--- src/bpc_pkg.sv ---
// Package: shared types, codes and constants of the banded PI pressure controller.
package bpc_pkg;

    // Field and port widths
    localparam int BPC_CMD_W      = 2;
    localparam int BPC_LEVEL_W    = 16;
    localparam int BPC_DRIVE_W    = 10;
    localparam int BPC_CFG_IDX_W  = 3;
    localparam int BPC_CFG_DATA_W = 16;
    localparam int BPC_GAIN_W     = 16;
    localparam int BPC_MULT_W     = 8;

    // Default integrator fraction width
    localparam int BPC_FRAC_BITS  = 16;

    // Command codes
    localparam logic [BPC_CMD_W-1:0] CMD_SAMPLE = 2'd0;
    localparam logic [BPC_CMD_W-1:0] CMD_AUTO   = 2'd1;
    localparam logic [BPC_CMD_W-1:0] CMD_MANUAL = 2'd2;

    // Configuration register indexes
    localparam logic [BPC_CFG_IDX_W-1:0] CFG_PROP_GAIN   = 3'd0;
    localparam logic [BPC_CFG_IDX_W-1:0] CFG_INTEG_GAIN  = 3'd1;
    localparam logic [BPC_CFG_IDX_W-1:0] CFG_BAND_MULT   = 3'd2;
    localparam logic [BPC_CFG_IDX_W-1:0] CFG_REVERSE     = 3'd3;
    localparam logic [BPC_CFG_IDX_W-1:0] CFG_HOLD_MIN    = 3'd4;
    localparam logic [BPC_CFG_IDX_W-1:0] CFG_HOLD_MAX    = 3'd5;

    // Register reset values
    localparam logic [BPC_LEVEL_W-1:0] BPC_HOLD_MAX_RST = 16'd255;

    // Band limits on the error magnitude
    localparam int BPC_BAND_MID_MIN  = 256;
    localparam int BPC_BAND_HIGH_MIN = 2048;

    // Integrator snap points, in integer units
    localparam int BPC_SNAP_HI      = 852;
    localparam int BPC_JUMP_DOWN_TO = 409;
    localparam int BPC_SNAP_LO      = 171;
    localparam int BPC_JUMP_UP_TO   = 614;

    // Drive limit
    localparam int BPC_DRIVE_MAX = 1023;

    // Integral divisors are 125 times a power of two; the odd factor is
    // removed by reciprocal multiplication
    localparam int BPC_DIV_BASE = 125;

    // Datapath commands from the controller
    typedef struct packed {
        logic latch;
        logic mode;
        logic mul1;
        logic mul2;
        logic mul3;
        logic div_step;
        logic update;
        logic load_out;
    } t_dp_cmd;

    // Datapath status to the controller
    typedef struct packed {
        logic sample_auto;
        logic div_last;
    } t_dp_stat;

endpackage

--- src/bpc_in_if.sv ---
// Interface: input sample channel with valid/ready handshake.
interface bpc_in_if import bpc_pkg::*; ();
    logic                   valid;
    logic                   ready;
    logic [BPC_CMD_W-1:0]   command;
    logic [BPC_LEVEL_W-1:0] target_level;
    logic [BPC_LEVEL_W-1:0] measured_level;
    logic [BPC_LEVEL_W-1:0] held_drive;

    modport source (
        output valid, command, target_level, measured_level, held_drive,
        input  ready
    );
    modport sink (
        input  valid, command, target_level, measured_level, held_drive,
        output ready
    );
endinterface

--- src/bpc_out_if.sv ---
// Interface: result channel with valid/ready handshake.
interface bpc_out_if import bpc_pkg::*; ();
    logic                   valid;
    logic                   ready;
    logic [BPC_DRIVE_W-1:0] drive_value;
    logic                   drive_updated;

    modport source (
        output valid, drive_value, drive_updated,
        input  ready
    );
    modport sink (
        input  valid, drive_value, drive_updated,
        output ready
    );
endinterface

--- src/bpc_datapath.sv ---
// Datapath: configuration registers, controller state, multipliers and reciprocal divider.
module bpc_datapath import bpc_pkg::*; #(
    parameter int FRAC_BITS = BPC_FRAC_BITS
) (
    input  logic                      i_clk,
    input  logic                      i_rst_n,
    input  logic                      i_cfg_we,
    input  logic [BPC_CFG_IDX_W-1:0]  i_cfg_index,
    input  logic [BPC_CFG_DATA_W-1:0] i_cfg_data,
    input  logic [BPC_CMD_W-1:0]      i_command,
    input  logic [BPC_LEVEL_W-1:0]    i_target_level,
    input  logic [BPC_LEVEL_W-1:0]    i_measured_level,
    input  logic [BPC_LEVEL_W-1:0]    i_held_drive,
    input  t_dp_cmd                   i_cmd,
    output t_dp_stat                  o_stat,
    output logic [BPC_DRIVE_W-1:0]    o_drive_value,
    output logic                      o_drive_updated
);

    localparam int IW    = BPC_LEVEL_W + FRAC_BITS;          // integrator
    localparam int EW    = BPC_LEVEL_W + 1;                  // raw error
    localparam int ES_W  = 12;                               // banded error
    localparam int MAG_W = ES_W - 1;
    localparam int P1_W  = BPC_GAIN_W + MAG_W;
    localparam int XW    = P1_W + BPC_MULT_W;                // ki*|e|*mult

    // Divide by 125 in stages: 2^18 = 125*2097 + 19 folds the high part of
    // the dividend into a 22-bit value, which a reciprocal multiply divides;
    // the remainder then yields the fraction bits by a second reciprocal
    localparam int DIV_SPLIT = 18;
    localparam int DIV_HI_Q  = (1 << DIV_SPLIT) / BPC_DIV_BASE;
    localparam int DIV_FOLD  = (1 << DIV_SPLIT) % BPC_DIV_BASE;
    localparam int XH_W      = XW - DIV_SPLIT;
    localparam int Q1_W      = XH_W + 12;                    // dividend / 125
    localparam int Y_W       = 22;                           // folded value
    localparam int QY_W      = 16;
    localparam int RY_SH     = 29;
    localparam int PY_W      = RY_SH + QY_W;
    localparam int RW        = $clog2(BPC_DIV_BASE);         // remainder
    localparam int RR_SH     = 38;
    localparam int PR_W      = RR_SH + 1;
    localparam int QUOT_W    = Q1_W + FRAC_BITS;
    localparam int NSTEP     = 3;
    localparam int CW        = $clog2(NSTEP + 1);
    localparam int SW        = QUOT_W + 2;                   // signed sum
    localparam int PK_W  = BPC_GAIN_W + 1 + ES_W;            // kp*e
    localparam int PB_W  = PK_W + BPC_MULT_W + 1;            // p*mult
    localparam int DRV_W = PB_W + 2;

    // ceil(2^29 / 125) and ceil(2^38 / 125)
    localparam logic [PY_W-1:0] RECIP_Y = PY_W'(4294968);
    localparam logic [PR_W-1:0] RECIP_R = PR_W'(64'd2199023256);

    localparam logic signed [SW-1:0] SUM_HI = SW'(BPC_SNAP_HI) << FRAC_BITS;
    localparam logic signed [SW-1:0] SUM_LO = SW'(BPC_SNAP_LO) << FRAC_BITS;
    localparam logic [IW-1:0] INT_DOWN = IW'(BPC_JUMP_DOWN_TO) << FRAC_BITS;
    localparam logic [IW-1:0] INT_UP   = IW'(BPC_JUMP_UP_TO) << FRAC_BITS;

    typedef enum logic [1:0] {
        BAND_LOW  = 2'd0,
        BAND_MID  = 2'd1,
        BAND_HIGH = 2'd2
    } t_band;

    // Configuration and state registers
    logic [BPC_GAIN_W-1:0]  r_kp, r_ki;
    logic [BPC_MULT_W-1:0]  r_bm;
    logic                   r_rev;
    logic [BPC_LEVEL_W-1:0] r_hold_min, r_hold_max;
    logic [IW-1:0]          r_integ, n_integ;
    logic                   r_auto;

    // Item registers
    logic [BPC_CMD_W-1:0]     r_command;
    logic [BPC_LEVEL_W-1:0]   r_held;
    logic signed [ES_W-1:0]   r_es, n_es;
    t_band                    r_band, n_band;
    logic [P1_W-1:0]          r_prod1;
    logic [XW-1:0]            r_prod2;
    logic signed [PK_W-1:0]   r_pk;
    logic signed [PK_W-1:0]   r_psh, n_psh;
    logic signed [PB_W-1:0]   r_pbm;
    logic [Q1_W-1:0]          r_qa, r_q1;
    logic [Y_W-1:0]           r_y;
    logic [QY_W-1:0]          r_qy;
    logic [RW-1:0]            r_r1;
    logic [FRAC_BITS-1:0]     r_q2;
    logic [CW-1:0]            r_div_cnt;
    logic [BPC_DRIVE_W-1:0]   r_out_drive, n_out_drive;
    logic                     r_out_upd;

    logic signed [EW-1:0]   e_raw, e_sh3, e_sh6;
    logic [EW-1:0]          e_mag;
    logic [MAG_W-1:0]       es_mag;
    logic                   inc_neg;
    logic signed [PK_W-1:0] p_dir;
    logic [XH_W-1:0]        x_hi;
    logic [DIV_SPLIT-1:0]   x_lo;
    logic [PY_W-1:0]        y_prod;
    logic [PR_W-1:0]        r1_prod;
    logic [QUOT_W-1:0]      quot;
    logic [QUOT_W-1:0]      inc;
    logic signed [SW-1:0]   s_int, s_inc, s_sum;
    logic [BPC_LEVEL_W-1:0] reload_val;
    logic                   mode_change;
    logic signed [DRV_W-1:0] drv;

    // Form the error and pick its band
    always_comb begin
        e_raw = $signed({1'b0, i_target_level}) - $signed({1'b0, i_measured_level});
        e_mag = e_raw[EW-1] ? EW'(-e_raw) : EW'(e_raw);
        e_sh3 = e_raw >>> 3;
        e_sh6 = e_raw >>> 6;
        if (e_mag < EW'(BPC_BAND_MID_MIN)) begin
            n_band = BAND_LOW;
            n_es   = e_raw[ES_W-1:0];
        end else if (e_mag < EW'(BPC_BAND_HIGH_MIN)) begin
            n_band = BAND_MID;
            n_es   = e_sh3[ES_W-1:0];
        end else begin
            n_band = BAND_HIGH;
            n_es   = e_sh6[ES_W-1:0];
        end
    end

    assign es_mag  = r_es[ES_W-1] ? MAG_W'(-r_es) : MAG_W'(r_es);
    assign inc_neg = r_es[ES_W-1] ^ r_rev;

    // Scale the proportional term by the band shift
    always_comb begin
        p_dir = r_rev ? -r_pk : r_pk;
        case (r_band)
            BAND_LOW: n_psh = p_dir >>> 9;
            BAND_MID: n_psh = p_dir >>> 6;
            default:  n_psh = p_dir >>> 3;
        endcase
    end

    // Split the dividend and form the reciprocal products
    assign x_hi    = r_prod2[XW-1:DIV_SPLIT];
    assign x_lo    = r_prod2[DIV_SPLIT-1:0];
    assign y_prod  = PY_W'(r_y) * RECIP_Y;
    assign r1_prod = PR_W'(r_r1) * RECIP_R;

    // Apply the power-of-two divisor factor, add and snap the integrator
    always_comb begin
        quot = {r_q1, r_q2};
        case (r_band)
            BAND_LOW: inc = quot >> 12;
            BAND_MID: inc = quot >> 9;
            default:  inc = quot >> 6;
        endcase
        s_int = SW'(r_integ);
        s_inc = SW'(inc);
        s_sum = inc_neg ? (s_int - s_inc) : (s_int + s_inc);
        if (s_sum > SUM_HI) begin
            n_integ = INT_DOWN;
        end else if (s_sum <= SUM_LO) begin
            n_integ = INT_UP;
        end else begin
            n_integ = s_sum[IW-1:0];
        end
    end

    // Clamp the held drive for a bumpless reload
    always_comb begin
        if (r_held > r_hold_max) begin
            reload_val = r_hold_max;
        end else if (r_held < r_hold_min) begin
            reload_val = r_hold_min;
        end else begin
            reload_val = r_held;
        end
        mode_change = ((r_command == CMD_AUTO) && !r_auto) ||
                      ((r_command == CMD_MANUAL) && r_auto);
    end

    // Sum integer part and P term, saturate to the drive range
    always_comb begin
        drv = $signed({1'b0, r_integ[IW-1:FRAC_BITS]}) + r_pbm;
        if (drv > DRV_W'(BPC_DRIVE_MAX)) begin
            n_out_drive = BPC_DRIVE_W'(BPC_DRIVE_MAX);
        end else if (drv < 0) begin
            n_out_drive = '0;
        end else begin
            n_out_drive = drv[BPC_DRIVE_W-1:0];
        end
    end

    // Configuration, integrator, mode and divider count
    always_ff @(posedge i_clk) begin
        if (!i_rst_n) begin
            r_kp       <= '0;
            r_ki       <= '0;
            r_bm       <= '0;
            r_rev      <= 1'b0;
            r_hold_min <= '0;
            r_hold_max <= BPC_HOLD_MAX_RST;
            r_integ    <= '0;
            r_auto     <= 1'b0;
            r_div_cnt  <= '0;
            r_out_upd  <= 1'b0;
        end else begin
            if (i_cfg_we) begin
                case (i_cfg_index)
                    CFG_PROP_GAIN:  r_kp       <= i_cfg_data;
                    CFG_INTEG_GAIN: r_ki       <= i_cfg_data;
                    CFG_BAND_MULT:  r_bm       <= i_cfg_data[BPC_MULT_W-1:0];
                    CFG_REVERSE:    r_rev      <= i_cfg_data[0];
                    CFG_HOLD_MIN:   r_hold_min <= i_cfg_data;
                    CFG_HOLD_MAX:   r_hold_max <= i_cfg_data;
                    default: ;
                endcase
            end
            if (i_cmd.mode && mode_change) begin
                r_integ <= IW'(reload_val) << FRAC_BITS;
                r_auto  <= ~r_auto;
            end else if (i_cmd.update) begin
                r_integ <= n_integ;
            end
            if (i_cmd.mul3) begin
                r_div_cnt <= CW'(NSTEP);
            end else if (i_cmd.div_step) begin
                r_div_cnt <= r_div_cnt - CW'(1);
            end
            if (i_cmd.load_out) begin
                r_out_upd <= o_stat.sample_auto;
            end
        end
    end

    // Item payload pipeline
    always_ff @(posedge i_clk) begin
        if (i_cmd.latch) begin
            r_command <= i_command;
            r_held    <= i_held_drive;
            r_es      <= n_es;
            r_band    <= n_band;
        end
        if (i_cmd.mul1) begin
            r_prod1 <= r_ki * es_mag;
            r_pk    <= $signed({1'b0, r_kp}) * r_es;
        end
        if (i_cmd.mul2) begin
            r_prod2 <= r_prod1 * r_bm;
            r_psh   <= n_psh;
        end
        // Fold the dividend: x = 125 * (2097 * x_hi) + (19 * x_hi + x_lo)
        if (i_cmd.mul3) begin
            r_qa  <= Q1_W'(x_hi) * Q1_W'(DIV_HI_Q);
            r_y   <= Y_W'(x_hi) * Y_W'(DIV_FOLD) + Y_W'(x_lo);
            r_pbm <= r_psh * $signed({1'b0, r_bm});
        end
        // Advance the divide stages; each settles one step after its source
        if (i_cmd.div_step) begin
            r_qy <= y_prod[RY_SH +: QY_W];
            r_q1 <= r_qa + Q1_W'(r_qy);
            r_r1 <= RW'(r_y - Y_W'(r_qy) * Y_W'(BPC_DIV_BASE));
            r_q2 <= r1_prod[RR_SH-FRAC_BITS +: FRAC_BITS];
        end
        if (i_cmd.load_out) begin
            r_out_drive <= o_stat.sample_auto ? n_out_drive : '0;
        end
    end

    assign o_stat.sample_auto = (r_command == CMD_SAMPLE) && r_auto;
    assign o_stat.div_last    = (r_div_cnt == CW'(1));
    assign o_drive_value      = r_out_drive;
    assign o_drive_updated    = r_out_upd;

`ifndef SYNTHESIS
    // After an update the integrator lies inside the snap window
    a_integ_window: assert property (@(posedge i_clk) disable iff (!i_rst_n)
        i_cmd.update |=> (SW'(r_integ) > SUM_LO) && (SW'(r_integ) <= SUM_HI))
        else $error("integrator outside snap window after update");

    // The banded error always fits the narrowed range
    a_es_range: assert property (@(posedge i_clk) disable iff (!i_rst_n)
        i_cmd.latch |=> (r_es >= -ES_W'(1024)) && (r_es <= ES_W'(1023)))
        else $error("banded error out of range");

    // A result that is not a fresh drive carries a zero value
    a_zero_result: assert property (@(posedge i_clk) disable iff (!i_rst_n)
        (i_cmd.load_out && !o_stat.sample_auto) |=> (r_out_drive == '0) && !r_out_upd)
        else $error("non-sample result carries a drive value");
`endif

endmodule

--- src/bpc_controller.sv ---
// Controller: sequences the datapath for one transfer and owns the output valid.
module bpc_controller import bpc_pkg::*; (
    input  logic     i_clk,
    input  logic     i_rst_n,
    input  logic     i_in_valid,
    output logic     o_in_ready,
    input  logic     i_out_ready,
    output logic     o_out_valid,
    input  t_dp_stat i_stat,
    output t_dp_cmd  o_cmd
);

    typedef enum logic [7:0] {
        S_IDLE = 8'b0000_0001,
        S_EVAL = 8'b0000_0010,
        S_MUL1 = 8'b0000_0100,
        S_MUL2 = 8'b0000_1000,
        S_MUL3 = 8'b0001_0000,
        S_DIV  = 8'b0010_0000,
        S_UPD  = 8'b0100_0000,
        S_DONE = 8'b1000_0000
    } t_state;

    t_state r_state, n_state;
    logic   r_out_valid, n_out_valid;

    // Sequence one item through the datapath
    always_comb begin
        n_state    = r_state;
        o_cmd      = '0;
        o_in_ready = 1'b0;
        case (r_state)
            S_IDLE: begin
                o_in_ready = 1'b1;
                if (i_in_valid) begin
                    o_cmd.latch = 1'b1;
                    n_state     = S_EVAL;
                end
            end
            S_EVAL: begin
                if (i_stat.sample_auto) begin
                    n_state = S_MUL1;
                end else begin
                    o_cmd.mode = 1'b1;
                    n_state    = S_DONE;
                end
            end
            S_MUL1: begin
                o_cmd.mul1 = 1'b1;
                n_state    = S_MUL2;
            end
            S_MUL2: begin
                o_cmd.mul2 = 1'b1;
                n_state    = S_MUL3;
            end
            S_MUL3: begin
                o_cmd.mul3 = 1'b1;
                n_state    = S_DIV;
            end
            S_DIV: begin
                o_cmd.div_step = 1'b1;
                if (i_stat.div_last) begin
                    n_state = S_UPD;
                end
            end
            S_UPD: begin
                o_cmd.update = 1'b1;
                n_state      = S_DONE;
            end
            S_DONE: begin
                if (!r_out_valid || i_out_ready) begin
                    o_cmd.load_out = 1'b1;
                    n_state        = S_IDLE;
                end
            end
            default: n_state = S_IDLE;
        endcase
    end

    // Hold the result until the receiver takes the transfer
    always_comb begin
        if (o_cmd.load_out) begin
            n_out_valid = 1'b1;
        end else if (i_out_ready) begin
            n_out_valid = 1'b0;
        end else begin
            n_out_valid = r_out_valid;
        end
    end

    always_ff @(posedge i_clk) begin
        if (!i_rst_n) begin
            r_state     <= S_IDLE;
            r_out_valid <= 1'b0;
        end else begin
            r_state     <= n_state;
            r_out_valid <= n_out_valid;
        end
    end

    assign o_out_valid = r_out_valid;

`ifndef SYNTHESIS
    // A new result never overwrites one still waiting
    a_no_overwrite: assert property (@(posedge i_clk) disable iff (!i_rst_n)
        o_cmd.load_out |-> (!r_out_valid || i_out_ready))
        else $error("result register overwritten");

    // The last divider step is followed by the integrator update
    a_div_to_update: assert property (@(posedge i_clk) disable iff (!i_rst_n)
        (o_cmd.div_step && i_stat.div_last) |=> o_cmd.update)
        else $error("integrator update missing after divide");

    // Only one item is in work at a time
    a_one_item: assert property (@(posedge i_clk) disable iff (!i_rst_n)
        (i_in_valid && o_in_ready) |=> !o_in_ready)
        else $error("second item accepted while one is in work");
`endif

endmodule

--- src/banded_pi_pressure_controller_core.sv ---
// Top level: banded PI pressure controller core.
//
// Usage:
//   i_in carries one command per transfer: a sample (target and measured
//   level), enter automatic or enter manual (held drive for the bumpless
//   integrator reload). Every input transfer yields exactly one transfer on
//   o_out; only a sample taken in automatic mode sets drive_updated and
//   carries a new 10-bit drive, all other results are zero.
//   Gains, band multiplier, direction and hold limits are written through the
//   i_cfg_* port, one register per cycle with i_cfg_we high, while idle.
//   One item at a time. A sample in automatic goes from input transfer to
//   result through these steps: band the error, the chained multiplies,
//   the staged reciprocal divide by 125, update the integrator and load the
//   result. Other items apply any mode change and then load the result.
//   The input is ready again in the cycle after the result is loaded.
//   A finished result sits in the output register; the next input is taken
//   while it waits, and that item stalls only at its own result if the
//   receiver still holds off.
//   Reset (synchronous, active low) clears the integrator, selects manual
//   mode, restores register defaults and empties the output register.
module banded_pi_pressure_controller_core import bpc_pkg::*; #(
    parameter int FRAC_BITS = BPC_FRAC_BITS
) (
    input  logic                      i_clk,
    input  logic                      i_rst_n,
    bpc_in_if.sink                    i_in,
    bpc_out_if.source                 o_out,
    input  logic                      i_cfg_we,
    input  logic [BPC_CFG_IDX_W-1:0]  i_cfg_index,
    input  logic [BPC_CFG_DATA_W-1:0] i_cfg_data
);

    t_dp_cmd  dp_cmd;
    t_dp_stat dp_stat;
    logic     in_ready;
    logic     out_valid;

    // Sequencer
    bpc_controller u_ctrl (
        .i_clk       (i_clk),
        .i_rst_n     (i_rst_n),
        .i_in_valid  (i_in.valid),
        .o_in_ready  (in_ready),
        .i_out_ready (o_out.ready),
        .o_out_valid (out_valid),
        .i_stat      (dp_stat),
        .o_cmd       (dp_cmd)
    );

    // Arithmetic and state
    bpc_datapath #(
        .FRAC_BITS (FRAC_BITS)
    ) u_dp (
        .i_clk            (i_clk),
        .i_rst_n          (i_rst_n),
        .i_cfg_we         (i_cfg_we),
        .i_cfg_index      (i_cfg_index),
        .i_cfg_data       (i_cfg_data),
        .i_command        (i_in.command),
        .i_target_level   (i_in.target_level),
        .i_measured_level (i_in.measured_level),
        .i_held_drive     (i_in.held_drive),
        .i_cmd            (dp_cmd),
        .o_stat           (dp_stat),
        .o_drive_value    (o_out.drive_value),
        .o_drive_updated  (o_out.drive_updated)
    );

    assign i_in.ready  = in_ready;
    assign o_out.valid = out_valid;

endmodule
--- src/flat_wrapper.sv ---
// flat-port wrapper written by rule: the top's interface ports become plain ports
module banded_pi_pressure_controller_core_flat import bpc_pkg::*;
#(
    parameter int FRAC_BITS = BPC_FRAC_BITS
)
  (i_clk, i_rst_n, i_cfg_we, i_cfg_index, i_cfg_data, i_in_valid, i_in_command, i_in_target_level, i_in_measured_level, i_in_held_drive, i_in_ready, o_out_valid, o_out_drive_value, o_out_drive_updated, o_out_ready);
  bpc_in_if i_in_i ();
  bpc_out_if o_out_i ();
  input  logic i_clk;
  input  logic i_rst_n;
  input  logic i_cfg_we;
  input  logic [BPC_CFG_IDX_W-1:0] i_cfg_index;
  input  logic [BPC_CFG_DATA_W-1:0] i_cfg_data;
  input wire logic [$bits(i_in_i.valid)-1:0] i_in_valid;
  input wire logic [$bits(i_in_i.command)-1:0] i_in_command;
  input wire logic [$bits(i_in_i.target_level)-1:0] i_in_target_level;
  input wire logic [$bits(i_in_i.measured_level)-1:0] i_in_measured_level;
  input wire logic [$bits(i_in_i.held_drive)-1:0] i_in_held_drive;
  output wire logic [$bits(i_in_i.ready)-1:0] i_in_ready;
  output wire logic [$bits(o_out_i.valid)-1:0] o_out_valid;
  output wire logic [$bits(o_out_i.drive_value)-1:0] o_out_drive_value;
  output wire logic [$bits(o_out_i.drive_updated)-1:0] o_out_drive_updated;
  input wire logic [$bits(o_out_i.ready)-1:0] o_out_ready;
  assign i_in_i.valid = i_in_valid;
  assign i_in_i.command = i_in_command;
  assign i_in_i.target_level = i_in_target_level;
  assign i_in_i.measured_level = i_in_measured_level;
  assign i_in_i.held_drive = i_in_held_drive;
  assign i_in_ready = i_in_i.ready;
  assign o_out_valid = o_out_i.valid;
  assign o_out_drive_value = o_out_i.drive_value;
  assign o_out_drive_updated = o_out_i.drive_updated;
  assign o_out_i.ready = o_out_ready;
  banded_pi_pressure_controller_core #(.FRAC_BITS(FRAC_BITS)) u_core (.i_clk(i_clk), .i_rst_n(i_rst_n), .i_in(i_in_i), .o_out(o_out_i), .i_cfg_we(i_cfg_we), .i_cfg_index(i_cfg_index), .i_cfg_data(i_cfg_data));
endmodule
--- config.mk ---
export PLATFORM = sky130hd
export DESIGN_NAME = banded_pi_pressure_controller_core_flat
export DESIGN_NICKNAME = d
export VERILOG_FILES = /design/src/bpc_pkg.sv /design/src/bpc_in_if.sv /design/src/bpc_out_if.sv /design/src/bpc_datapath.sv /design/src/bpc_controller.sv /design/src/banded_pi_pressure_controller_core.sv /design/src/flat_wrapper.sv
export SDC_FILE = /design/constraint.sdc
export NUM_CORES = 2
export LEC_CHECK = 0
export ABC_CLOCK_PERIOD_IN_PS = 8600
export CAP_MARGIN = 30
export CELL_PAD_IN_SITES_DETAIL_PLACEMENT = 2
export CELL_PAD_IN_SITES_GLOBAL_PLACEMENT = 2
export CORE_UTILIZATION = 43
export CTS_CLUSTER_SIZE = 12
export DETAILED_ROUTE_END_ITERATION = 7
export DONT_BUFFER_PORTS = 1
export GPL_TIMING_DRIVEN = 1
export PLACE_DENSITY_LB_ADDON = 0.25
export SYNTH_ARGS = -nofsm -noshare
export SYNTH_HDL_FRONTEND = slang
export SYNTH_SLANG_ARGS = --single-unit
--- constraint.sdc ---
create_clock -name i_clk -period 8.6 [get_ports i_clk]
set_input_delay 0.43 -clock i_clk [delete_from_list [all_inputs] [get_ports i_clk]]
set_output_delay 0.43 -clock i_clk [all_outputs]
set_load 0.005 [all_outputs]
==> metrics <==
hold path depth 2; Std-Cell Core Area around 0.14 mm2; Synth area leader fa_1; reported leakage power between 0.03 and 0.04 uW; Initial Utilization between 40% and 50%; post-CTS clock slew at the launch and capture registers of the worst setup and hold paths roughly 0.07 ns; proportion of layout cells with a drive suffix above 1 approximately 3.6%; DPL Wire Length roughly 160 mm; startpoint of the worst register-to-register path u_core.u_dp.r_y[6]$_DFFE_PP_; master cell of the clock root buffer clkbuf_16; CP max stage delay 0.59 ns; status finished clean; maximum clock insertion buffer count 3; WP data required ~9.0 ns; sw frac about two fifths; hold_sp i_cfg_data[14]; mean routed wirelength per cell between 20 and 25 um; fraction of power consumed by combinational cells around 36%; number of max-cap violations 0; ordered list of cells on the worst path ha_1 > ha_1 > fa_1 > inv_1 > fa_1 > inv_1 > fa_1 > fa_1 > fa_1 > ha_1 > a21o_1 > a211oi_1 > nor2b_1 > o31ai_1 > o2111a_1 > o31a_1 > o41a_1 > a211oi_1 > o21ai_0 > o21ai_0 > a21oi_1 > nor2_1 > xnor2_1; filler cell count in the final layout 15270; All-Layer GR Usage between 20% and 30%; total negative slack for setup checks 0 ns; number of detailed-route iterations in the first pass 5; worst supply voltage drop on vdd around 0.17 mV; reg-to-reg slack, setup just under 0.5 ns; CP max stage cell edfxtp_1; class of the most critical setup path register to register; arithmetic-cell share of the synthesized area counting full adders, half adders and majority gates a little over two fifths; number of buffers created by CTS 58; critical path capture point type register; net switching power figure 3180 uW; maximum number of pins on one net before global-route repair slightly above 70; ANT nets after route 0; first-pass GRT wire length approximately 330 mm; largest family of logic cells by synthesized area adder cells; Mapped Avg Cell Area between 9 and 10 um2; Seq cells post-synth around 430; number of clock sinks 425; CTS HTree Levels 2; Period Utilization, post-route a little over nine tenths; count of nets after finishing between 8000 and 9000; number of antenna violations at the first check in global routing 6; RSZ-0062 raised after global routing no; hold path endpoint u_core.u_dp.r_ki[14]$_SDFFE_PN0P_; Int Power ~5000 uW; cell with the most instances on the worst path fa_1; final setup vio count 0; count of warnings emitted by yosys 0; signal arrival time at the worst endpoint roughly 8.5 ns; area share of the leading cell type in the synthesized netlist between 20% and 30%; Fmax roughly 0.12 GHz; fraction of synthesized area in multiplexers between 1 and 1.5%; top area cells in the synthesized netlist fa_1 25%, ha_1 17%, edfxtp_1 15%, inv_1 7.6%, nand2_1 4.8%; Final Critical Period 8.11 ns; detailed-route via count 47897; power density over the cells between 100 and 150 mW/mm2; net count after synthesis 8318; compound-gate portion of the synthesized area 10.3%; slew margin rel. between 30% and 40%; transition time at the pin with the least slew margin 1.01 ns; global route overflow 0; Hold Slack ~0.037 ns; post-synthesis cell type count 80; depth of the worst register-to-register path 23; via count of the first global-routing pass approximately 56000; largest fanout on the critical path 7; Post-Syn Area slightly above 0.06 mm2; Buf/Inv on CP 2; CP Launch Type register; Clock power frac between 30 and 40%; count of buffers added by post-CTS timing repair for setup 0; sequential cell fraction of total power 30.1%; Die Y about 380 um; CP delay by family, top adder cells; clock insertion delay at the later pin of the skew report 0.71 ns; Hold/Removal Path Class input port to register; buffers added on ports 0; EDFF count, synth just over 300; synth-to-layout area growth 7.76%; CTS tree done; Setup Skew between 0.06 and 0.07 ns; area of the die 0.144 mm2; post-synthesis share of cell area spent on and, or, nand and nor gates 14.5%; ratio of routed vias to standard cells roughly 5.6; placer's final routability congestion estimate around 0.9; top-level port count 87; async set or reset register ratio after synthesis 0%; Reg-to-Reg End u_core.u_dp.r_qy[14]$_DFFE_PP_; violation count after the first detailed-routing iteration about 2000; register area share after synthesis between 10% and 20%; Syn Inst Count about 6700; DRC Markers 0; # hold bufs at CTS 40; total wirelength of the detailed-routed design 211 mm; Horiz. Die Dim 379 um; placement row count 137; most common flop cell mapped by yosys edfxtp_1; hold violation total from the final report 0; final number of max-transition violations 0; xor and xnor area share after synthesis 4.06%; cts repair resizes 0
[layer usage]
| metal | global-route usage (%) | wire length (um) |
|---|---|---|
| met3 | 2.80 | 6250 |
| met5 | 0 | 13 |
| met1 | 34.5 | 84300 |
| met4 | 11.3 | 8800 |
| met2 | 55.4 | 112000 |
[stage by stage]
stage / setup WS [ns] / total power (uW) / instances / utilization [%] / cell area, um2
floorplan: 1.97 / 4350 / 6658 / - / 61100
global placement: 1.44 / 5120 / 8386 / 45.0 / 63100
CTS: 0.551 / 8210 / 8538 / 46.8 / 65700
detailed placement: 0.786 / 5340 / 8388 / 45.0 / 63200
finish: 0.489 / 8220 / 8550 / 46.9 / 65800
global route: 0.276 / 8620 / 8549 / 46.9 / 65800
[registers in the layout, indices dropped and copies added (netlist names), 7 cells and up]
signal / count
u_core.u_dp.r_q2: 10
u_core.u_dp.r_y: 22
u_core.u_dp.r_prod2: 35
u_core.u_dp.r_ki: 16
u_core.u_ctrl.r_state: 8
u_core.u_dp.r_pbm: 35
u_core.u_dp.r_kp: 16
u_core.u_dp.r_es: 12
u_core.u_dp.r_prod1: 27
u_core.u_dp.r_q1: 29
u_core.u_dp.r_bm: 8
u_core.u_dp.r_r1: 7
u_core.u_dp.r_hold_max: 16
u_core.u_dp.r_qy: 16
u_core.u_dp.o_drive_value: 10
u_core.u_dp.r_psh: 26
u_core.u_dp.r_hold_min: 16
u_core.u_dp.r_held: 16
u_core.u_dp.r_pk: 29
u_core.u_dp.r_integ: 32
u_core.u_dp.r_qa: 29
[worst max path at each step]
stage | start | to | cells past startpoint
floorplan | u_core.u_dp.r_es[11]$_DFFE_PP_ | u_core.u_dp.r_prod1[26]$_DFFE_PP_ | 24
global placement | u_core.u_dp.r_y[6]$_DFFE_PP_ | u_core.u_dp.r_qy[14]$_DFFE_PP_ | 23
detailed placement | u_core.u_dp.r_y[6]$_DFFE_PP_ | u_core.u_dp.r_qy[14]$_DFFE_PP_ | 23
CTS | u_core.u_dp.r_y[6]$_DFFE_PP_ | u_core.u_dp.r_qy[14]$_DFFE_PP_ | 23
global route | u_core.u_dp.r_y[6]$_DFFE_PP_ | u_core.u_dp.r_qy[14]$_DFFE_PP_ | 23
finish | u_core.u_dp.r_y[6]$_DFFE_PP_ | u_core.u_dp.r_qy[14]$_DFFE_PP_ | 23
[layout by cell type, fill, tap and decap left out, types with 70 or more instances in the layout]
cell type and count:
fa_1 767, inv_1 1241, o21ai_0 202, ha_1 819, nor2_1 259, dfxtp_1 112
xor2_1 70, nand3_1 83, xnor2_1 211, and2_1 373, a21oi_1 314, nor3_1 78
nand2_1 778, edfxtp_1 307
[layout make-up]
type	instances	area, um2	area share [%]
diodes	5	12.5	0.0190
clock buffers	67	1540	2.33
clock inverters	43	593	0.901
inverters	1245	4670	7.10
multi-input cells	4783	44100	67.0
flip-flops and latches	425	11600	17.6
well taps	1876	2350	3.57
repair buffers	106	985	1.50
[power groups by stage]
stage | Clock [uW] | Sequential, uW | Combinational [uW]
6_report | 2780 | 2470 | 2970
5_1_grt | 2890 | 2470 | 3260
2_1_floorplan | 0 | 2420 | 1930
3_5_place_dp | 0 | 2510 | 2830
4_1_cts | 2820 | 2470 | 2930
3_3_place_gp | 0 | 2500 | 2620
[kinds of logic after synthesis]
| group | Yosys count |
|---|---|
| simple gates | 1846 |
| xor+xnor | 283 |
| compound gates | 987 |
| fa+ha+maj | 1586 |
| mux | 81 |
| flops | 425 |
| buf+inv | 1450 |
[synthesized netlist by cell type (all sizes together) (8+ instances only)]
cell     number
a31o         11
or4           9
buf          21
mux2         14
nor4         17
nor2b        56
nor3         81
nand3b       12
edfxtp      307
o41ai        15
o2111ai       9
a221oi        9
nand3        83
xor2         71
dfxtp       118
a211oi       44
inv        1245
a22oi         9
o21bai       31
a2111oi      16
nor2        259
a21oi       314
o211ai       32
or3          21
mux2i        67
o21ai       206
and3         27
o21a         54
a41oi         8
ha          819
a21boi       24
clkbuf      184
nand4        23
o22ai         8
a31oi        31
and2        374
nand2       779
or2          22
a22o         16
o31ai        27
a21o         66
nand2b       65
fa          767
xnor2       212
Power figures use the tool's default switching activity.
